==> config.mk <==
export PLATFORM = sky130hd
export DESIGN_NAME = grid_maze_reachability_core
export DESIGN_NICKNAME = d
export VERILOG_FILES = /design/src/sv/gmr_pkg.sv /design/src/sv/gmr_ram.sv /design/src/sv/gmr_step_unit.sv /design/src/sv/grid_maze_reachability_core.sv
export SDC_FILE = /design/constraint.sdc
export NUM_CORES = 2
export LEC_CHECK = 0
export BUFFER_PORTS_ARGS = -buffer_cell sky130_fd_sc_hd__buf_4
export CAP_MARGIN = 20
export CORE_UTILIZATION = 45
export CTS_BUF_LIST = sky130_fd_sc_hd__clkbuf_4 sky130_fd_sc_hd__clkbuf_8 sky130_fd_sc_hd__clkbuf_16
export CTS_CLUSTER_DIAMETER = 150
export DETAILED_ROUTE_END_ITERATION = 8
export RECOVER_POWER = 50
export REMOVE_ABC_BUFFERS = 1
export SETUP_SLACK_MARGIN = 0.3
export SYNTH_ARGS = -nofsm -noshare
export SYNTH_HDL_FRONTEND = slang
export SYNTH_MEMORY_MAX_BITS = 65536
export SYNTH_SLANG_ARGS = --single-unit
==> constraint.sdc <==
create_clock -name clk -period 12.2 [get_ports clk]
set_clock_uncertainty 0.2 [all_clocks]
set_input_delay 1.22 -clock clk [delete_from_list [all_inputs] [get_ports clk]]
set_output_delay 1.22 -clock clk [all_outputs]
set_load 0.005 [all_outputs]
==> src/sv/gmr_pkg.sv <==
// ----------------------------------------------------------------------------
// gmr_pkg
// Shared constants for the grid maze reachability core.
// ----------------------------------------------------------------------------
`default_nettype none

package gmr_pkg;

	localparam int FIELD_W  = 4;   // width of row/col request fields
	localparam int DIM_W    = 7;   // holds any coordinate + 1 and any grid size
	localparam int EPOCH_W  = 8;   // visited-map epoch tag
	localparam int DEF_ROWS = 16;
	localparam int DEF_COLS = 16;

	localparam logic [1:0] DIR_LEFT  = 2'd0;
	localparam logic [1:0] DIR_UP    = 2'd1;
	localparam logic [1:0] DIR_RIGHT = 2'd2;
	localparam logic [1:0] DIR_DOWN  = 2'd3;

	localparam logic KIND_LOAD  = 1'b0;
	localparam logic KIND_QUERY = 1'b1;

endpackage

`default_nettype wire

==> src/sv/gmr_ram.sv <==
// ----------------------------------------------------------------------------
// gmr_ram
// Simple dual-port RAM: one write port, one read port with registered data.
// ----------------------------------------------------------------------------
`default_nettype none

module gmr_ram #(
	parameter int ADDR_W = 8,
	parameter int DATA_W = 1
) (
	input  wire logic              clk,
	input  wire logic              we,
	input  wire logic [ADDR_W-1:0] waddr,
	input  wire logic [DATA_W-1:0] wdata,
	input  wire logic [ADDR_W-1:0] raddr,
	output logic      [DATA_W-1:0] rdata
);

	logic [DATA_W-1:0] mem [2**ADDR_W];

	always_ff @(posedge clk) begin
		if (we) begin
			mem[waddr] <= wdata;
		end
		rdata <= mem[raddr];
	end

endmodule

`default_nettype wire

==> src/sv/gmr_step_unit.sv <==
// ----------------------------------------------------------------------------
// gmr_step_unit
// Shared neighbor step: one increment/decrement and one bound compare.
// ----------------------------------------------------------------------------
`default_nettype none

module gmr_step_unit import gmr_pkg::*; #(
	parameter  int GRID_ROWS = DEF_ROWS,
	parameter  int GRID_COLS = DEF_COLS,
	localparam int RW = $clog2(GRID_ROWS),
	localparam int CW = $clog2(GRID_COLS)
) (
	input  wire logic [RW-1:0] cur_row,
	input  wire logic [CW-1:0] cur_col,
	input  wire logic [1:0]    dir,
	output logic      [RW-1:0] nbr_row,
	output logic      [CW-1:0] nbr_col,
	output logic               in_grid
);

	logic             row_axis;
	logic             dec;
	logic [DIM_W-1:0] opnd;
	logic [DIM_W-1:0] limit;
	logic [DIM_W-1:0] sum;

	always_comb begin
		row_axis = (dir == DIR_UP) || (dir == DIR_DOWN);
		dec      = (dir == DIR_LEFT) || (dir == DIR_UP);
		opnd     = row_axis ? DIM_W'(cur_row) : DIM_W'(cur_col);
		limit    = row_axis ? DIM_W'(GRID_ROWS) : DIM_W'(GRID_COLS);
		sum      = dec ? (opnd - DIM_W'(1)) : (opnd + DIM_W'(1));
		in_grid  = dec ? (opnd != '0) : (sum < limit);
		nbr_row  = row_axis ? sum[RW-1:0] : cur_row;
		nbr_col  = row_axis ? cur_col : sum[CW-1:0];
	end

endmodule

`default_nettype wire

==> src/sv/grid_maze_reachability_core.sv <==
// ----------------------------------------------------------------------------
// grid_maze_reachability_core
// Grid maze store with a depth-first reachability walk over a cell stack.
// ----------------------------------------------------------------------------
//  channel   handshake        payload
//  request   start / busy     kind, row, col, is_open, target_row, target_col
//  result    done (1 cycle)   reachable
//
//  Load, and a query with start == target or either cell off the grid, need no walk.
//  Walk: seed the stack, then per popped cell pop and compare with the target, then per
//  neighbor a grid-bound check and, for an in-grid neighbor, a map read and a possible push.
//  When the epoch tag runs out (every 255 walks) the walk first sweeps the visited
//  map, all 2**(RW+CW) entries.
//  After reset busy stays high for the same sweep while the maze is cleared to walls.
//  The receiver cannot stall: done is high for exactly one cycle per query.
// ----------------------------------------------------------------------------
`default_nettype none

module grid_maze_reachability_core import gmr_pkg::*; #(
	parameter int GRID_ROWS = DEF_ROWS,
	parameter int GRID_COLS = DEF_COLS
) (
	input  wire logic               clk,
	input  wire logic               arst_n,
	input  wire logic               start,
	output logic                    busy,
	input  wire logic               kind,
	input  wire logic [FIELD_W-1:0] row,
	input  wire logic [FIELD_W-1:0] col,
	input  wire logic               is_open,
	input  wire logic [FIELD_W-1:0] target_row,
	input  wire logic [FIELD_W-1:0] target_col,
	output logic                    done,
	output logic                    reachable
);

	localparam int RW  = $clog2(GRID_ROWS);
	localparam int CW  = $clog2(GRID_COLS);
	localparam int AW  = RW + CW;
	localparam int SPW = AW + 1;

	localparam logic [2:0] ST_IDLE = 3'd0;
	localparam logic [2:0] ST_CLR  = 3'd1;
	localparam logic [2:0] ST_SEED = 3'd2;
	localparam logic [2:0] ST_POP  = 3'd3;
	localparam logic [2:0] ST_POPW = 3'd4;
	localparam logic [2:0] ST_NBA  = 3'd5;
	localparam logic [2:0] ST_NBC  = 3'd6;

	logic [2:0]         state_q;
	logic               clr_open_q;
	logic [AW-1:0]      clr_cnt_q;
	logic [EPOCH_W-1:0] epoch_q;
	logic [SPW-1:0]     sp_q;
	logic [1:0]         dir_q;
	logic               done_q;
	logic               reach_q;

	logic [RW-1:0]      st_r_q, tg_r_q, cur_r_q;
	logic [CW-1:0]      st_c_q, tg_c_q, cur_c_q;
	logic [AW-1:0]      nbr_q;

	logic               accept;
	logic               same_cell;
	logic               st_in, tg_in;
	logic [SPW-1:0]     sp_dec;
	logic [RW-1:0]      nbr_row;
	logic [CW-1:0]      nbr_col;
	logic               in_grid;
	logic               push;
	logic               hit;

	logic               open_we, vis_we, stk_we;
	logic [AW-1:0]      open_waddr, vis_waddr, stk_waddr;
	logic               open_wdata;
	logic [EPOCH_W-1:0] vis_wdata;
	logic [AW-1:0]      stk_wdata;
	logic               open_rd;
	logic [EPOCH_W-1:0] vis_rd;
	logic [AW-1:0]      stk_rd;

	assign busy      = (state_q != ST_IDLE);
	assign accept    = start && !busy;
	assign done      = done_q;
	assign reachable = reach_q;

	assign same_cell = (row == target_row) && (col == target_col);
	assign st_in     = (DIM_W'(row) < DIM_W'(GRID_ROWS)) && (DIM_W'(col) < DIM_W'(GRID_COLS));
	assign tg_in     = (DIM_W'(target_row) < DIM_W'(GRID_ROWS))
	                && (DIM_W'(target_col) < DIM_W'(GRID_COLS));
	assign sp_dec    = sp_q - SPW'(1);
	assign push      = open_rd && (vis_rd != epoch_q);
	assign hit       = (stk_rd == {tg_r_q, tg_c_q});

	gmr_step_unit #(
		.GRID_ROWS(GRID_ROWS),
		.GRID_COLS(GRID_COLS)
	) u_step (
		.cur_row(cur_r_q),
		.cur_col(cur_c_q),
		.dir    (dir_q),
		.nbr_row(nbr_row),
		.nbr_col(nbr_col),
		.in_grid(in_grid)
	);

	// write port steering
	always_comb begin
		open_we    = (state_q == ST_CLR && clr_open_q)
		          || (accept && kind == KIND_LOAD && st_in);
		open_waddr = (state_q == ST_CLR) ? clr_cnt_q : {RW'(row), CW'(col)};
		open_wdata = (state_q == ST_CLR) ? 1'b0 : is_open;

		vis_we     = (state_q == ST_CLR) || (state_q == ST_SEED)
		          || (state_q == ST_NBC && push);
		case (state_q)
			ST_CLR:  vis_waddr = clr_cnt_q;
			ST_SEED: vis_waddr = {st_r_q, st_c_q};
			default: vis_waddr = nbr_q;
		endcase
		vis_wdata  = (state_q == ST_CLR) ? '0 : epoch_q;

		stk_we     = (state_q == ST_SEED) || (state_q == ST_NBC && push);
		stk_waddr  = (state_q == ST_SEED) ? '0 : sp_q[AW-1:0];
		stk_wdata  = (state_q == ST_SEED) ? {st_r_q, st_c_q} : nbr_q;
	end

	gmr_ram #(.ADDR_W(AW), .DATA_W(1)) u_open_map (
		.clk  (clk),
		.we   (open_we),
		.waddr(open_waddr),
		.wdata(open_wdata),
		.raddr({nbr_row, nbr_col}),
		.rdata(open_rd)
	);

	gmr_ram #(.ADDR_W(AW), .DATA_W(EPOCH_W)) u_visited_map (
		.clk  (clk),
		.we   (vis_we),
		.waddr(vis_waddr),
		.wdata(vis_wdata),
		.raddr({nbr_row, nbr_col}),
		.rdata(vis_rd)
	);

	gmr_ram #(.ADDR_W(AW), .DATA_W(AW)) u_walk_stack (
		.clk  (clk),
		.we   (stk_we),
		.waddr(stk_waddr),
		.wdata(stk_wdata),
		.raddr(sp_dec[AW-1:0]),
		.rdata(stk_rd)
	);

	// sequencer
	always_ff @(posedge clk or negedge arst_n) begin
		if (!arst_n) begin
			state_q    <= ST_CLR;
			clr_open_q <= 1'b1;
			clr_cnt_q  <= '0;
			epoch_q    <= '0;
			sp_q       <= '0;
			dir_q      <= DIR_LEFT;
			done_q     <= 1'b0;
			reach_q    <= 1'b0;
		end else begin
			done_q <= 1'b0;
			case (state_q)
				ST_IDLE: begin
					if (accept && kind == KIND_QUERY) begin
						if (same_cell) begin
							done_q  <= 1'b1;
							reach_q <= 1'b1;
						end else if (!st_in || !tg_in) begin
							done_q  <= 1'b1;
							reach_q <= 1'b0;
						end else if (&epoch_q) begin
							// tags exhausted: wipe visited map first
							clr_cnt_q <= '0;
							state_q   <= ST_CLR;
						end else begin
							epoch_q <= epoch_q + EPOCH_W'(1);
							state_q <= ST_SEED;
						end
					end
				end
				ST_CLR: begin
					clr_cnt_q <= clr_cnt_q + AW'(1);
					if (&clr_cnt_q) begin
						if (clr_open_q) begin
							clr_open_q <= 1'b0;
							state_q    <= ST_IDLE;
						end else begin
							epoch_q <= EPOCH_W'(1);
							state_q <= ST_SEED;
						end
					end
				end
				ST_SEED: begin
					sp_q    <= SPW'(1);
					state_q <= ST_POP;
				end
				ST_POP: begin
					if (sp_q == '0) begin
						done_q  <= 1'b1;
						reach_q <= 1'b0;
						state_q <= ST_IDLE;
					end else begin
						sp_q    <= sp_dec;
						state_q <= ST_POPW;
					end
				end
				ST_POPW: begin
					if (hit) begin
						done_q  <= 1'b1;
						reach_q <= 1'b1;
						state_q <= ST_IDLE;
					end else begin
						dir_q   <= DIR_LEFT;
						state_q <= ST_NBA;
					end
				end
				ST_NBA: begin
					if (in_grid) begin
						state_q <= ST_NBC;
					end else if (dir_q == DIR_DOWN) begin
						state_q <= ST_POP;
					end else begin
						dir_q <= dir_q + 2'd1;
					end
				end
				ST_NBC: begin
					if (push) begin
						sp_q <= sp_q + SPW'(1);
					end
					if (dir_q == DIR_DOWN) begin
						state_q <= ST_POP;
					end else begin
						dir_q   <= dir_q + 2'd1;
						state_q <= ST_NBA;
					end
				end
				default: begin
					state_q <= ST_IDLE;
				end
			endcase
		end
	end

	// walk payload registers
	always_ff @(posedge clk) begin
		if (accept) begin
			st_r_q <= RW'(row);
			st_c_q <= CW'(col);
			tg_r_q <= RW'(target_row);
			tg_c_q <= CW'(target_col);
		end
		if (state_q == ST_POPW) begin
			cur_r_q <= stk_rd[AW-1:CW];
			cur_c_q <= stk_rd[CW-1:0];
		end
		if (state_q == ST_NBA) begin
			nbr_q <= {nbr_row, nbr_col};
		end
	end

endmodule

`default_nettype wire

==> flow_summary.yaml <==
clocking:
  cts_buffers: 439
  cts_hold_repair.buffers: 0
  cts_repair_resize_count: 0
  tritoncts: "done"
  cts_num_sinks: 4434
  clock_latency_ps: 970
  postCtsSetupBuffers: 0
  worst_setup_hold_path_clk_slew_ps: 70
  clock_path_buffers: 4
  ctsRootBufferMaster: "sky130_fd_sc_hd__clkbuf_16"
  htree_levels: 5
timing:
  final_tns_setup_ps: 0
  timing.final.setup_violations: 0
  period_share_pct: 77.8
  slew_worst_pin_ps: 8310
  slew_limit_fails: 3029
  unrepaired_setup_endpoints_after_global_routing: "false"
  slew_headroom_pct: -454
  finalHoldViolCount: 0
  final.setup.worst_slack_ps: 2710
  post-route-min-period_ps: 9490
  maxClockFrequency_mhz: 105
floorplanning:
  std_cell_rows: 227
  initial_utilization_pct: 45.3
  die_width_um: 623
  fp.coreArea_mm2: 0.383
  floorplan.die.height_um: 623
  top_level_ports: 24
  die-area_mm2: 0.388
grt:
  global_route.usage.total_pct: 22.1
  wire_length_of_the_first_global_routing_pass_um: 632000
  grt_max_degree: 223
  initial_antenna_violation_count: 25
  globalRouteOverflowTotal: 0
  grt_pass1_vias: 89400
worst_hold_path:
  hold-path-endpoint: "sp_q[8]"
  worst_hold_path_class: "flip-flop to flip-flop"
  hold_path_startpoint: "sp_q[8]"
  min_delay_path_depth: 1
yosys:
  synthXorXnorAreaFrac_pct: 0.192
  synth.yosys.warnings: 0
  dominant_combinational_cell_family_by_area_after_synthesis: "multiplexers"
  syn-instance-count: 9602
  ys_types: 64
  yosys.area.top_type_share_pct: 75.8
  synth-seq-cells: 4434
  synth_compound_gate_area_share_pct: 3.06
  synth-adder-area-share_pct: 0.0793
  synth_area_mm2: 0.174
  yosys-top-cells-area: "sky130_fd_sc_hd__edfxtp_1 (76%), sky130_fd_sc_hd__mux4_2 (8.8%), sky130_fd_sc_hd__mux2i_1 (4.6%), sky130_fd_sc_hd__nand2_1 (1.9%), sky130_fd_sc_hd__nor2_1 (1.8%)"
  yosys.area_share.simple_pct: 5.31
  synth_area_per_cell_um2: 18.1
  number_of_synthesized_flops_with_an_enable_pin: 4384
  synth_seq_area_share_pct: 76.5
  yosysTopAreaCell: "sky130_fd_sc_hd__edfxtp_1"
  async_reset_ff_share_pct: 0.744
  synth-main-ff-cell: "sky130_fd_sc_hd__edfxtp_1"
  synth.area.mux_share_pct: 13.4
critical_path:
  r2r_setup_slack_ps: 2710
  crit_path_end_kind: "flip-flop"
  setup.worst_path.start_class: "flip-flop"
  worstSetupPathType: "flip-flop to flip-flop"
  worstPathRequired_ps: 11540
  rr_endpoint: "u_visited_map.mem[27][1]"
  worstPathMaxFanout: 176
  rr_startpoint: "state_q[1]"
  rr_worst_depth: 5
  worstPathArrival_ps: 8830
route:
  drt_pre_antenna_iters: 6
  detailedRoute.firstIterationViolations: 10200
  vias_per_cell: 5.97
  final_antenna_violating_net_count: 0
  route.final.wire_length_um: 438000
  drcViolationCount: 0
  vias: 89800
  avgRoutedWirePerCell_um: 29.1
finish:
  post_route_cells_drive_above_1_share_pct: 15.6
  finalNetCount: 9682
  filler_cell_count: 30700
  layout-area-overhead-vs-synth_pct: 11.5
place:
  routabilityCongestion: 0.825
  detailedPlacementHpwl_um: 257000
  place_ws_ps: 4560
  port_buffers: 23
job:
  count_of_max_cap_constraint_violations: 40
power:
  pwr_density_cell_mw_per_mm2: 272
  ir_worst_vdd_v: 0.000418
  static-leakage-power_nw: 61.8
outcome:
  failed_checks: "capacitance limit, slew limit"
  run_status: "finished with violations"
-- how the worst max path moves through the flow --
| stage | from | end | slack, ps |
|---|---|---|---|
| 6_report | state_q[1] | u_visited_map.mem[27][1] | 2710 |
| 5_1_grt | state_q[1] | u_visited_map.mem[27][1] | 2120 |
| 4_1_cts | dir_q[0] | u_visited_map.rdata[5] | 4530 |
| 3_5_place_dp | dir_q[0] | u_visited_map.rdata[5] | 4560 |
| 3_3_place_gp | dir_q[1] | u_visited_map.rdata[5] | 4620 |
| 2_1_floorplan | dir_q[0] | u_visited_map.rdata[6] | -31150 |
-- cells in the final DEF (no fill, tap or decap), types with 16 or more instances in the layout --
master,Yosys,routed
sky130_fd_sc_hd__bufinv_16,0,36
sky130_fd_sc_hd__nand3_1,200,197
sky130_fd_sc_hd__clkinv_2,0,77
sky130_fd_sc_hd__a21oi_1,190,188
sky130_fd_sc_hd__nand2_1,868,853
sky130_fd_sc_hd__clkbuf_16,0,447
sky130_fd_sc_hd__buf_12,0,18
sky130_fd_sc_hd__mux4_2,681,681
sky130_fd_sc_hd__nand3b_1,16,16
sky130_fd_sc_hd__nor2_1,841,837
sky130_fd_sc_hd__nand4_1,71,71
sky130_fd_sc_hd__clkinv_1,3,115
sky130_fd_sc_hd__a32oi_1,66,66
sky130_fd_sc_hd__clkbuf_1,346,44
sky130_fd_sc_hd__a31oi_1,25,25
sky130_fd_sc_hd__o22ai_1,392,392
sky130_fd_sc_hd__dfxtp_1,17,17
sky130_fd_sc_hd__buf_4,24,117
sky130_fd_sc_hd__inv_1,18,18
sky130_fd_sc_hd__xor2_1,22,21
sky130_fd_sc_hd__dfrtp_1,31,31
sky130_fd_sc_hd__mux2i_1,790,790
sky130_fd_sc_hd__clkbuf_4,0,85
sky130_fd_sc_hd__o31ai_1,16,16
sky130_fd_sc_hd__o21ai_0,86,86
sky130_fd_sc_hd__edfxtp_1,4384,4384
sky130_fd_sc_hd__nor4_1,101,101
-- per-stage QoR --
step / hold WS, ps / cell area, µm² / cells / power [mW] / util (%)
6_report: 291 / 193000 / 15100 / 52.6 / 50.5
5_1_grt: 334 / 193000 / 15100 / 54.4 / 50.5
3_5_place_dp: 280 / 179000 / 14200 / 39.3 / 46.8
4_1_cts: 24.2 / 194000 / 15000 / 52.5 / 50.6
3_3_place_gp: 270 / 179000 / 14200 / 39.0 / 46.8
2_1_floorplan: 229 / 171000 / 9017 / 35.1 / -
-- power by group --
group          leakage [nW]  internal, mW  total (mW)  switching, mW
combinational          15.7          6.55        20.0           13.4
sequential             39.0          19.1        19.3          0.209
clock                  7.08          7.67        13.4           5.69
-- cells in the mapped netlist (all sizes together), types with 22 or more instances --
master  number
mux2i      790
nand3      200
a21oi      190
o22ai      392
a31oi       25
clkbuf     346
nand2      869
xor2        22
o21ai       95
nor4       101
nor2       841
nand4       71
mux4       681
dfrtp       31
a32oi       66
buf        239
edfxtp    4384
-- layout make-up --
class / instances / area (µm²) / share of cell area [%]
diodes: 8 / 20.0 / 0.0103
inverters: 22 / 90.1 / 0.0466
clock buffers: 537 / 11900 / 6.15
flip-flops and latches: 4434 / 133000 / 68.6
repair buffers: 192 / 1570 / 0.814
multi-input cells: 4561 / 38500 / 19.9
well taps: 5038 / 6300 / 3.26
clock inverters: 261 / 2300 / 1.19
-- flip-flops by register name, summed over array words and instances (netlist names), 8 cells and up --
name                 cells
u_walk_stack.mem      2048
clr_cnt_q                8
sp_q                     9
u_visited_map.rdata      8
nbr_q                    8
u_walk_stack.rdata       8
u_open_map.mem         256
u_visited_map.mem     2048
epoch_q                  8
-- metal layers --
metal / up-vias / part of all wire, % / global-route usage, %
met1: 47200 / 41 / 30.6
met5: - / 0.0073 / 0
met2: 3516 / 49 / 36.1
met4: 4 / 3.9 / 8.23
li1: 38300 / - / -
met3: 750 / 6.5 / 2.87
-- critical path: stages, from the launching register on --
cell and delay [ps]:
sky130_fd_sc_hd__dfrtp_1 570, sky130_fd_sc_hd__nand2b_1 210, sky130_fd_sc_hd__nor2_1 80, sky130_fd_sc_hd__clkbuf_1 690, sky130_fd_sc_hd__nor2_4 320, sky130_fd_sc_hd__clkbuf_1 5730
-- cell families (layout without fill, tap and decap cells) --
logic type / count (synthesis) / in the layout
AOI/OAI and AO/OA: 850 / 850
xor gates and xnor gates: 38 / 38
adders and majority gates: 11 / 11
buffers and inverters: 607 / 1012
DFF: 4434 / 4434
muxes: 1472 / 1472
other: 0 / 8
and+or+nand+nor: 2190 / 2190
No activity file was read; power rests on OpenSTA's default activity.
